<file path="src/design/phs_pkg.sv">
`timescale 1ns / 1ps
`default_nettype none

package phs_pkg;

	// Operation codes of an input item
	localparam logic OP_TICK = 1'b0;
	localparam logic OP_MOVE = 1'b1;

	// Motor action codes of a result item
	localparam logic [1:0] ACT_NONE = 2'd0;
	localparam logic [1:0] ACT_ABS  = 2'd1;
	localparam logic [1:0] ACT_STOP = 2'd2;
	localparam logic [1:0] ACT_REL  = 2'd3;

	// Preset codes; the last code selects nothing
	localparam logic [1:0] PRESET_REST = 2'd0;
	localparam logic [1:0] PRESET_ONE  = 2'd1;
	localparam logic [1:0] PRESET_TWO  = 2'd2;
	localparam logic [1:0] PRESET_NONE = 2'd3;

	// Configuration register indexes
	localparam logic [2:0] REG_PRESET_REST   = 3'd0;
	localparam logic [2:0] REG_PRESET_ONE    = 3'd1;
	localparam logic [2:0] REG_PRESET_TWO    = 3'd2;
	localparam logic [2:0] REG_MOVE_SPEED    = 3'd3;
	localparam logic [2:0] REG_DRIFT_LIMIT   = 3'd4;
	localparam logic [2:0] REG_STUCK_TIMEOUT = 3'd5;
	localparam logic [2:0] REG_SENSOR_TIMEOUT = 3'd6;
	localparam logic [2:0] REG_NUDGE_AMOUNT  = 3'd7;

	// Reset values of the configuration registers
	localparam logic [31:0] RST_PRESET_REST    = 32'sd18000;
	localparam logic [31:0] RST_PRESET_ONE     = -32'sd93000;
	localparam logic [31:0] RST_PRESET_TWO     = -32'sd140500;
	localparam logic [9:0]  RST_MOVE_SPEED     = 10'd100;
	localparam logic [30:0] RST_DRIFT_LIMIT    = 31'd500;
	localparam logic [31:0] RST_STUCK_TIMEOUT  = 32'd1500;
	localparam logic [31:0] RST_SENSOR_TIMEOUT = 32'd10000;
	localparam logic [30:0] RST_NUDGE_AMOUNT   = 31'd1000;

	// Motor counts as arrived within this many centidegrees of the target
	localparam logic signed [32:0] ARRIVE_WINDOW = 33'sd500;

	typedef struct packed {
		logic [31:0] preset_rest;
		logic [31:0] preset_one;
		logic [31:0] preset_two;
		logic [9:0]  move_speed;
		logic [30:0] drift_limit;
		logic [31:0] stuck_timeout_ms;
		logic [31:0] quiet_timeout_ms;
		logic [30:0] nudge_amount;
	} phs_cfg_t;

	typedef struct packed {
		logic        opcode;
		logic [1:0]  preset_select;
		logic [31:0] now_ms;
		logic [31:0] motor_angle;
		logic [31:0] sensor_raw;
		logic        sensor_error;
	} phs_item_t;

	typedef struct packed {
		logic [1:0]  motor_action;
		logic [31:0] motor_amount;
		logic [9:0]  motor_speed;
		logic [1:0]  current_preset;
		logic        is_holding;
	} phs_result_t;

	typedef struct packed {
		logic [1:0]  active_preset;
		logic [31:0] move_start;
		logic        holding;
		logic [31:0] hold_reference;
		logic [31:0] last_sensor_value;
		logic        seen_sensor;
		logic [31:0] quiet_since;
		logic [31:0] last_nudge_time;
	} phs_state_t;

	// Target angle of a preset; any code past the second preset maps to it
	function automatic logic [31:0] target_of(input phs_cfg_t cfg, input logic [1:0] p);
		logic [31:0] t;
		case (p)
			PRESET_REST: t = cfg.preset_rest;
			PRESET_ONE:  t = cfg.preset_one;
			default:     t = cfg.preset_two;
		endcase
		return t;
	endfunction

endpackage

`default_nettype wire

</file>
<file path="src/design/position_hold_supervisor_unit.sv">
`timescale 1ns / 1ps
`default_nettype none

// Position hold supervisor: takes one item (tick or move command) per clock while the
// output is not stalled and gives exactly one result item for each. An item sits in the
// input register and moves to the result register once that register is free; one pass
// of compare and subtract logic against the configuration and the supervisor state
// produces its result, and the result register holds it while the next item is already
// accepted; sustained rate is one item per cycle, set by the single state update per item.
// Configuration registers are to be written through the write port only while no item is
// in flight; the user must keep to this, as the block itself does not enforce it.
module position_hold_supervisor_unit import phs_pkg::*; (
	input  wire logic        clk,
	input  wire logic        arst_n,
	input  wire logic        cfg_we,
	input  wire logic [2:0]  cfg_index,
	input  wire logic [31:0] cfg_data,
	input  wire logic        in_valid,
	output      logic        in_ready,
	input  wire logic        opcode,
	input  wire logic [1:0]  preset_select,
	input  wire logic [31:0] now_ms,
	input  wire logic [31:0] motor_angle,
	input  wire logic [31:0] sensor_raw,
	input  wire logic        sensor_error,
	output      logic        out_valid,
	input  wire logic        out_ready,
	output      logic [1:0]  motor_action,
	output      logic [31:0] motor_amount,
	output      logic [9:0]  motor_speed,
	output      logic [1:0]  current_preset,
	output      logic        is_holding
);

	phs_cfg_t    cfg;
	phs_item_t   item_s1;
	logic        valid_s1;
	phs_state_t  state_q;
	phs_state_t  state_nxt;
	phs_result_t res_nxt;
	phs_result_t res_q;
	logic        out_valid_q;
	logic        advance;

	phs_cfg u_cfg (
		.clk       (clk),
		.arst_n    (arst_n),
		.cfg_we    (cfg_we),
		.cfg_index (cfg_index),
		.cfg_data  (cfg_data),
		.cfg       (cfg)
	);

	phs_step u_step (
		.item (item_s1),
		.st   (state_q),
		.cfg  (cfg),
		.res  (res_nxt),
		.nxt  (state_nxt)
	);

	// Move the staged item into the result register when that register frees up
	assign advance  = valid_s1 && (!out_valid_q || out_ready);
	assign in_ready = !valid_s1 || advance;

	// Input register
	always_ff @(posedge clk or negedge arst_n) begin
		if (!arst_n) begin
			valid_s1 <= 1'b0;
		end else if (in_ready) begin
			valid_s1 <= in_valid;
		end
	end

	always_ff @(posedge clk) begin
		if (in_valid && in_ready) begin
			item_s1 <= '{opcode:        opcode,
			             preset_select: preset_select,
			             now_ms:        now_ms,
			             motor_angle:   motor_angle,
			             sensor_raw:    sensor_raw,
			             sensor_error:  sensor_error};
		end
	end

	// Supervisor state advances with each item that reaches the result register
	always_ff @(posedge clk or negedge arst_n) begin
		if (!arst_n) begin
			state_q <= '0;
		end else if (advance) begin
			state_q <= state_nxt;
		end
	end

	// Result register
	always_ff @(posedge clk or negedge arst_n) begin
		if (!arst_n) begin
			out_valid_q <= 1'b0;
		end else if (advance) begin
			out_valid_q <= 1'b1;
		end else if (out_ready) begin
			out_valid_q <= 1'b0;
		end
	end

	always_ff @(posedge clk) begin
		if (advance) begin
			res_q <= res_nxt;
		end
	end

	assign out_valid      = out_valid_q;
	assign motor_action   = res_q.motor_action;
	assign motor_amount   = res_q.motor_amount;
	assign motor_speed    = res_q.motor_speed;
	assign current_preset = res_q.current_preset;
	assign is_holding     = res_q.is_holding;

	// A stop always leaves the supervisor holding
	a_stop_holds: assert property (@(posedge clk) disable iff (!arst_n)
		out_valid_q && (res_q.motor_action == ACT_STOP) |-> res_q.is_holding)
		else $error("stop result without hold");

	// An absolute move always leaves the supervisor moving
	a_move_releases: assert property (@(posedge clk) disable iff (!arst_n)
		out_valid_q && (res_q.motor_action == ACT_ABS) |-> !res_q.is_holding)
		else $error("absolute move result while holding");

	// No action and stop carry neither amount nor speed
	a_quiet_payload: assert property (@(posedge clk) disable iff (!arst_n)
		out_valid_q && ((res_q.motor_action == ACT_NONE) || (res_q.motor_action == ACT_STOP))
		|-> (res_q.motor_amount == 32'd0) && (res_q.motor_speed == 10'd0))
		else $error("payload on a result without motion");

	// The active preset never takes the unused code
	a_preset_valid: assert property (@(posedge clk) disable iff (!arst_n)
		state_q.active_preset != PRESET_NONE)
		else $error("active preset holds the unused code");

	// A staged item reaches the result register when it is free
	a_no_bubble: assert property (@(posedge clk) disable iff (!arst_n)
		valid_s1 && !out_valid_q |=> out_valid_q)
		else $error("staged item not moved to the result register");

endmodule

`default_nettype wire

</file>
<file path="src/design/phs_cfg.sv">
`timescale 1ns / 1ps
`default_nettype none

module phs_cfg import phs_pkg::*; (
	input  wire logic        clk,
	input  wire logic        arst_n,
	input  wire logic        cfg_we,
	input  wire logic [2:0]  cfg_index,
	input  wire logic [31:0] cfg_data,
	output phs_cfg_t         cfg
);

	phs_cfg_t cfg_q;

	// Write one register per enabled cycle, truncating to its width
	always_ff @(posedge clk or negedge arst_n) begin
		if (!arst_n) begin
			cfg_q.preset_rest       <= RST_PRESET_REST;
			cfg_q.preset_one        <= RST_PRESET_ONE;
			cfg_q.preset_two        <= RST_PRESET_TWO;
			cfg_q.move_speed        <= RST_MOVE_SPEED;
			cfg_q.drift_limit       <= RST_DRIFT_LIMIT;
			cfg_q.stuck_timeout_ms  <= RST_STUCK_TIMEOUT;
			cfg_q.quiet_timeout_ms  <= RST_SENSOR_TIMEOUT;
			cfg_q.nudge_amount      <= RST_NUDGE_AMOUNT;
		end else if (cfg_we) begin
			unique case (cfg_index)
				REG_PRESET_REST:    cfg_q.preset_rest       <= cfg_data;
				REG_PRESET_ONE:     cfg_q.preset_one        <= cfg_data;
				REG_PRESET_TWO:     cfg_q.preset_two        <= cfg_data;
				REG_MOVE_SPEED:     cfg_q.move_speed        <= cfg_data[9:0];
				REG_DRIFT_LIMIT:    cfg_q.drift_limit       <= cfg_data[30:0];
				REG_STUCK_TIMEOUT:  cfg_q.stuck_timeout_ms  <= cfg_data;
				REG_SENSOR_TIMEOUT: cfg_q.quiet_timeout_ms  <= cfg_data;
				REG_NUDGE_AMOUNT:   cfg_q.nudge_amount      <= cfg_data[30:0];
				default: ;
			endcase
		end
	end

	assign cfg = cfg_q;

endmodule

`default_nettype wire

</file>
<file path="src/design/phs_step.sv">
`timescale 1ns / 1ps
`default_nettype none

module phs_step import phs_pkg::*; (
	input  phs_item_t   item,
	input  phs_state_t  st,
	input  phs_cfg_t    cfg,
	output phs_result_t res,
	output phs_state_t  nxt
);

	logic [31:0]        tgt;
	logic [31:0]        sel_tgt;
	logic signed [32:0] arr_diff;
	logic signed [32:0] drift_diff;
	logic signed [32:0] drift_lim;
	logic               arrived;
	logic               stuck;
	logic               drifted;
	logic               alive;
	logic [31:0]        quiet_nxt;
	logic               dead;
	logic               nudge_due;
	logic [31:0]        nudge_step;

	// Targets of the active preset and of the selected preset
	assign tgt     = target_of(cfg, st.active_preset);
	assign sel_tgt = target_of(cfg, item.preset_select);

	// Arrival window and stuck timeout while moving
	assign arr_diff = $signed({tgt[31], tgt}) - $signed({item.motor_angle[31], item.motor_angle});
	assign arrived  = (arr_diff < ARRIVE_WINDOW) && (arr_diff > -ARRIVE_WINDOW);
	assign stuck    = (item.now_ms - st.move_start) > cfg.stuck_timeout_ms;

	// Drift of the sensor against the hold reference
	assign drift_diff = $signed({item.sensor_raw[31], item.sensor_raw})
		- $signed({st.hold_reference[31], st.hold_reference});
	assign drift_lim  = $signed({2'b00, cfg.drift_limit});
	assign drifted    = (drift_diff > drift_lim) || (drift_diff < -drift_lim);

	// Sensor liveness: a fresh, valid reading keeps it alive
	assign alive     = !item.sensor_error
		&& (!st.seen_sensor || (item.sensor_raw != st.last_sensor_value));
	assign quiet_nxt = (st.quiet_since == 32'd0) ? item.now_ms : st.quiet_since;
	assign dead      = !alive && ((item.now_ms - quiet_nxt) > cfg.quiet_timeout_ms);
	assign nudge_due = (item.now_ms - st.last_nudge_time) > cfg.quiet_timeout_ms;

	// Blind nudge toward the sign of the target
	assign nudge_step = tgt[31] ? (32'd0 - {1'b0, cfg.nudge_amount}) : {1'b0, cfg.nudge_amount};

	// Step the supervisor for one item
	always_comb begin
		nxt              = st;
		res.motor_action = ACT_NONE;
		res.motor_amount = '0;
		res.motor_speed  = '0;
		if (item.opcode == OP_MOVE) begin
			if (item.preset_select != PRESET_NONE) begin
				nxt.active_preset = item.preset_select;
				nxt.move_start    = item.now_ms;
				nxt.holding       = 1'b0;
				res.motor_action  = ACT_ABS;
				res.motor_amount  = sel_tgt;
				res.motor_speed   = cfg.move_speed;
			end
		end else if (!st.holding) begin
			if (arrived || stuck) begin
				res.motor_action    = ACT_STOP;
				nxt.holding         = 1'b1;
				nxt.hold_reference  = item.sensor_raw;
				nxt.quiet_since     = '0;
				nxt.last_nudge_time = '0;
			end
		end else if (st.active_preset != PRESET_REST) begin
			if (alive) begin
				nxt.last_sensor_value = item.sensor_raw;
				nxt.seen_sensor       = 1'b1;
				nxt.quiet_since       = '0;
			end else begin
				nxt.quiet_since = quiet_nxt;
			end
			if (dead) begin
				if (nudge_due) begin
					res.motor_action    = ACT_REL;
					res.motor_amount    = nudge_step;
					res.motor_speed     = cfg.move_speed;
					nxt.last_nudge_time = item.now_ms;
				end
			end else begin
				nxt.last_nudge_time = '0;
				if (drifted) begin
					nxt.move_start   = item.now_ms;
					nxt.holding      = 1'b0;
					res.motor_action = ACT_ABS;
					res.motor_amount = tgt;
					res.motor_speed  = cfg.move_speed;
				end
			end
		end
		res.current_preset = nxt.active_preset;
		res.is_holding     = nxt.holding;
	end

endmodule

`default_nettype wire

</file>
<file path="config.mk">
export PLATFORM = sky130hd
export DESIGN_NAME = position_hold_supervisor_unit
export DESIGN_NICKNAME = d
export VERILOG_FILES = /design/src/design/phs_pkg.sv /design/src/design/position_hold_supervisor_unit.sv /design/src/design/phs_cfg.sv /design/src/design/phs_step.sv
export SDC_FILE = /design/constraint.sdc
export NUM_CORES = 1
export LEC_CHECK = 0
export BUFFER_PORTS_ARGS = -buffer_cell sky130_fd_sc_hd__buf_2
export CORE_MARGIN = 2
export CORE_UTILIZATION = 55
export CTS_CLUSTER_DIAMETER = 60
export CTS_CLUSTER_SIZE = 28
export DETAILED_ROUTE_END_ITERATION = 7
export GPL_ROUTABILITY_DRIVEN = 0
export MAX_ROUTING_LAYER = met4
export PLACE_DENSITY = 0.76
export SLEW_MARGIN = 10
export SYNTH_ARGS = -nofsm -noshare
export SYNTH_HDL_FRONTEND = slang
export SYNTH_SLANG_ARGS = --single-unit
</file>
<file path="constraint.sdc">
create_clock -name clk -period 6.2 [get_ports clk]
set_input_delay 0.62 -clock clk [delete_from_list [all_inputs] [get_ports clk]]
set_output_delay 0.62 -clock clk [all_outputs]
set_load 0.1 [all_outputs]
</file>
==> results of run 1 <==
==> routing by layer <==
layer | vias to the layer above | track usage [%]
li1 | 13668 | -
met1 | 13960 | 39.2
met2 | 1006 | 46.3
met3 | 211 | 3.99
met4 | 0 | 11.2
met5 | - | -
==> stage by stage <==
stage	hold WS, ps	util [%]	worst slack (ps)	instance area (sq um)	instances
after floorplan	324	-	123	35700	3584
after global placement	466	60.5	-642	38900	4701
after detailed placement	475	60.5	-739	38900	4701
after CTS	139	64.2	-139	41300	4807
after global routing	144	64.8	-658	41700	4831
final	161	64.8	-434	41700	4831
==> kinds of logic (layout without fill, tap and decap cells) <==
logic type / after synthesis / in the layout / share of synthesized area [%]
compound gates: 863 / 864 / 15.6
simple gates: 837 / 838 / 11.4
flops: 545 / 545 / 40.5
buf+inv: 438 / 823 / 4.66
mux: 365 / 365 / 11.2
fa+ha+maj: 323 / 323 / 11.4
xor+xnor: 213 / 213 / 5.23
other cells: 0 / 5 / 0
==> sequential cells by signal (all words and copies together) (netlist names), 2 cells and up <==
name            count
current_preset      2
state_q           164
motor_action        2
motor_amount       32
u_cfg.cfg         232
motor_speed        10
item_s1           100
==> placed cells by master, fill, tap and decap left out, types with 15 or more instances in the layout <==
cell type | Yosys | final
and3_1 | 23 | 22
a211oi_1 | 19 | 17
mux2_1 | 25 | 25
a221o_1 | 29 | 29
dfrtp_1 | 320 | 318
nand3_1 | 43 | 42
buf_4 | 3 | 193
nor2b_1 | 33 | 31
xor2_1 | 47 | 47
nand2b_1 | 60 | 60
o21ai_0 | 230 | 213
a21oi_1 | 234 | 219
edfxtp_1 | 147 | 147
o211ai_1 | 22 | 22
o21ai_1 | 4 | 16
dfstp_2 | 78 | 78
nand2_1 | 236 | 234
or3_1 | 20 | 19
inv_1 | 317 | 314
o21bai_1 | 15 | 15
o32ai_1 | 33 | 28
buf_2 | 7 | 187
nor4_1 | 26 | 24
o21a_1 | 41 | 40
buf_12 | 0 | 15
nor3_1 | 50 | 46
xnor2_1 | 166 | 165
a31oi_1 | 19 | 17
nor2_1 | 221 | 196
nand4_1 | 63 | 63
mux2i_1 | 101 | 100
buf_6 | 0 | 17
clkbuf_16 | 0 | 49
a21o_1 | 100 | 99
mux2_2 | 239 | 238
ha_1 | 318 | 312
==> area by class of cell <==
class	count	area share [%]
repair buffers	420	7.31
inverters	317	2.85
well taps	855	2.56
flip-flops and latches	545	34.7
clock buffers	48	2.88
clock inverters	38	1.35
diodes	5	0.0300
multi-input cells	2603	48.3
==> worst max-delay path, delay by kind of cell (launching register included) <==
kind                     cells  cell delay (ps)
flip-flops                   1              400
adder cells (fa/ha/maj)      2              590
XOR/XNOR                     1              130
buffers and inverters        7              890
AND/OR/NAND/NOR              7             1310
AO/OA/AOI/OAI               15             3030
==> repair_timing <==
| item | 4_1_cts | 5_1_grt |
|---|---|---|
| gates resized for setup | 97 | 64 |
| setup buffers | 13 | 19 |
| hold buffers | 1 | 0 |
| cloned | 6 | 2 |
| endpoints found under the setup margin | 118 | 174 |
| pin swaps | 46 | 60 |
| hold endpoints to repair | 40 | 0 |
==> final timing paths <==
check	start	end	slack [ps]	cells after the start
max	state_q[57]$_DFFE_PN0P_	motor_amount[2]$_DFFE_PP_	-430	32
min reg2reg	state_q[111]$_DFFE_PN0P_	state_q[111]$_DFFE_PN0P_	490	1
max reg2reg	state_q[57]$_DFFE_PN0P_	motor_amount[2]$_DFFE_PP_	-430	32
min in group asynchronous	arst_n	state_q[24]$_DFFE_PN0P_	580	2
min	sensor_raw[18]	item_s1[19]$_DFFE_PP_	160	1
max in group asynchronous	arst_n	u_cfg.cfg[20]$_DFFE_PN0P_	4220	3
==> report_power, final <==
part	internal, W	switching [W]	total, W
clock network	0.00162	0.00169	0.00331
logic	0.00581	0.00738	0.0132
registers	0.00477	0.000651	0.00542
==> results.ini, run 1 <==
[run_status]
status = finished, violations left
failed_checks = negative setup slack

[timing]
relSlewSlack_pct = 16.0
fin_skew_ps = 29.9
worst_pin_slew_ps = 1260
tns_ps = -30860
final.min_clock_period_ps = 6630
fmax_ghz = 0.151
worst_slack_ps = -434
min_period_over_period_pct = 107
rsz0062_at_grt = yes
report.final.slew_viol_count = 0
setup_viol = 109
hold_viol = 0

[global_route]
antenna_found_initial = 5
grt_max_degree = 173
grt_pass1_vias = 27848
grt_use_total_pct = 29.6
grt.overflow.total = 0
grt_pass1_wl_um = 152000

[cts]
htree_levels = 2
clkLatencyLatePin_ps = 620
clk_pin_slew_ps = 110
clock_path_buffers = 3
cts_tree = done
root_buffer = clkbuf_16
cts_num_sinks = 545
cts_buffers = 47

[yosys]
synth_area_sq_mm = 0.0357
synthArstFlopShare_pct = 73.0
synth_cell_type_count = 82
avgSynthCellArea_sq_um = 9.96
synth_edf_count = 147
synth_top_area_share_pct = 22.4
synth_top_area_cell = dfrtp_1
synth-main-ff-cell = dfrtp_1
ys_seq_elements = 545
yosysMostFrequentCell = dfrtp_1
netlist_instances = 3584
synth_nets = 4047
yosysWarnings = 0
synthTopCellsByCount = dfrtp_1, ha_1, inv_1, mux2_2, nand2_1
ys_top_cells_by_area = dfrtp_1, edfxtp_1, ha_1
yosysSeqAreaShare_pct = 40.5

[place]
dp_hpwl_um = 70600
port_buffers = 188

[critical_path]
endpoint_kind = flip-flop
worstSetupStartpointType = flip-flop
crit_arrival_ps = 7010
crit_required_ps = 6570
critPathMaxStageDelay_ps = 400
crit_type = flip-flop to flip-flop
crit_path_top_delay_cell = dfrtp_1
crit_fanout = 8

[drt]
drt_pass1_iterations = 6
ant_nets = 0
vias_per_cell = 5.97
wl_um = 98400
wl_per_cell_um = 20.4
vias = 28845
drtIter0Drc = 2277
wl_met2_um = 45500
routed-wl-met3_um = 6500
drc = 0
top_layer_used = met4
drt-met1-wl_um = 42400

[finish]
multi_input_area_sq_mm = 0.0202
register_area_sq_mm = 0.0145
final_nets = 4397
num-fill-cells = 5046
area_growth_pct = 16.9
final_layout_size_suffix_gt1_share_pct = 23.8

[flow_run]
cap_violations = 0

[power]
ir_drop_uv = 298
power_leakage_nw = 18.8
p_total_w = 0.0219
powerDensity_mw_per_mm2 = 525

[hold_path]
hp-class = input port to flip-flop

[die]
core_sq_mm = 0.0643
initial_core_util_pct = 55.5
pin_count = 189
die_h_um = 259
dieArea_sq_mm = 0.0669
rows = 93
fp.dieW_um = 259

Power figures use the tool's default switching activity.
==> inputs of run 2 (changes only) <==
CORE_MARGIN = 10   (was 2)
==> run 2 against run 1 <==
The flow still finishes with violations (negative setup slack); hold slack lost 60 ps; utilization grew 0.19 points; highest routed layer unchanged; clock-buffer cell count grew 6; total power shrank 0.26%; routed wire length grew 2.2%; fmax grew 1.8%; clock power is essentially flat; sequential cell count is the same; clock skew grew 21 ps; first-iteration DRC count grew 21%; combinational power is essentially flat; cell count shrank 0.25%.
==> results.ini, run 2 (same netlist as run 1, synthesis figures left out) <==
[die]
pin_count = 189
die_h_um = 275
fp.dieW_um = 275
dieArea_sq_mm = 0.0755
rows = 93
core_sq_mm = 0.0643
initial_core_util_pct = 55.5

[run_status]
failed_checks = negative setup slack
status = finished, violations left

[critical_path]
crit_fanout = 7
critPathMaxStageDelay_ps = 400
crit_arrival_ps = 6910
r2r_cells = 35
crit_buf_inv = 7
endpoint_kind = flip-flop
cp_top_family = compound AO/OA/AOI/OAI gates
crit_type = flip-flop to flip-flop
worstSetupStartpointType = flip-flop
path_depth = 35
crit_required_ps = 6590
crit_path_top_delay_cell = dfrtp_1

[cts]
clk_pin_slew_ps = 90
clock_path_buffers = 3
cts_tree = done
postCtsHoldBufs = 0
htree_levels = 2
cts_num_sinks = 545
clkLatencyLatePin_ps = 650
cts_buffers = 48
root_buffer = clkbuf_16

[timing]
fmax_ghz = 0.153
worst_slack_ps = -319
setup_viol = 108
final.min_clock_period_ps = 6520
min_period_over_period_pct = 105
worst_pin_slew_ps = 1180
relSlewSlack_pct = 21.1
fin_skew_ps = 50.9
hold_viol = 0
report.final.slew_viol_count = 0
tns_ps = -23210
rsz0062_at_grt = yes

[drt]
vias_per_cell = 6.02
drtIter0Drc = 2744
drc = 0
wl_per_cell_um = 20.9
wl_um = 101000
vias = 29007
drt_pass1_iterations = 6
ant_nets = 0

[place]
dp_slack_ps = -435
port_buffers = 188
dp_cells = 4691
dp_hpwl_um = 72300

[power]
powerDensity_mw_per_mm2 = 522
power_leakage_nw = 18.9
ir_drop_uv = 322
p_total_w = 0.0219

[finish]
finalNonFillerCells = 4819
largest_reg_flops = 232
mostFrequentLayoutCell = dfrtp_1
area_growth_pct = 17.3
final_cell_mix = dfrtp_1, inv_1, ha_1, mux2_2, nand2_1
final_layout_size_suffix_gt1_share_pct = 23.8
final_nets = 4381

[flow_run]
cap_violations = 0

[global_route]
met2_usage_pct = 41.0
antenna_found_initial = 6
grt.busiest_layer = met2
use_met1_pct = 34.4
grt_use_total_pct = 26.0
grt_max_degree = 167
grt_pass1_wl_um = 152000
grt.overflow.total = 0
grt_pass1_vias = 27908
grt_util_met3_pct = 4.00

[hold_path]
hp-class = input port to async pin

[run 2: metrics by stage]
step	cell area (sq um)	util, %	hold WS [ps]
after floorplan	35700	-	324
after global placement	38900	60.4	463
after detailed placement	38900	60.4	463
after CTS	40800	63.4	126
after global routing	41800	65.0	136
final	41900	65.0	100
[run 2: cell type report]
type / count / area, sq um
antenna: 6 / 15.0
clock buffer: 54 / 1260
clock inverter: 36 / 522
fill: 4934 / 22500
inverter: 317 / 1190
multi-input combinational: 2601 / 20300
sequential: 545 / 14500
tap: 855 / 1070
timing repair buffer: 405 / 2980
[run 2: what timing repair did]
item,in CTS,in global routing
gates resized for setup,28,119
pin swaps,10,85
setup buffers,2,19
endpoints found under the setup margin,129,174
cloned,1,10
[run 2: worst reg2reg max path, delay by kind of cell (launching register included)]
| family | cells | cell delay [ps] |
|---|---|---|
| buffers and inverters | 7 | 1020 |
| AO/OA/AOI/OAI | 13 | 2370 |
| AND/OR/NAND/NOR | 11 | 1720 |
| XOR/XNOR | 1 | 140 |
| flip-flops | 1 | 400 |
| adder cells (fa/ha/maj) | 3 | 670 |
[run 2: final timing paths]
path	from	end	slack, ps
max in group asynchronous	arst_n	state_q[99]$_DFFE_PN0P_	4600
worst max register to register	state_q[57]$_DFFE_PN0P_	motor_amount[4]$_DFFE_PP_	-320
worst max-delay path	state_q[57]$_DFFE_PN0P_	motor_amount[4]$_DFFE_PP_	-320
worst min-delay path	arst_n	state_q[158]$_DFFE_PN0P_	100
worst min register to register	valid_s1$_DFFE_PN0N_	out_valid$_DFFE_PN0P_	480
min in group clk	motor_angle[1]	item_s1[34]$_DFFE_PP_	150
[run 2: power by group]
part / switching, W / internal (W) / leakage, nW
clock: 0.00170 / 0.00163 / 0.856
combinational: 0.00735 / 0.00577 / 11.9
sequential: 0.000636 / 0.00477 / 6.12
[run 2: per-layer routing]
metal	routed length [um]	vias to the layer above	share of wire (%)
met2	46300	1083	46
met3	7480	203	7.4
li1	-	13646	-
met5	0	-	0
met4	3200	0	3.2
met1	43500	14075	43
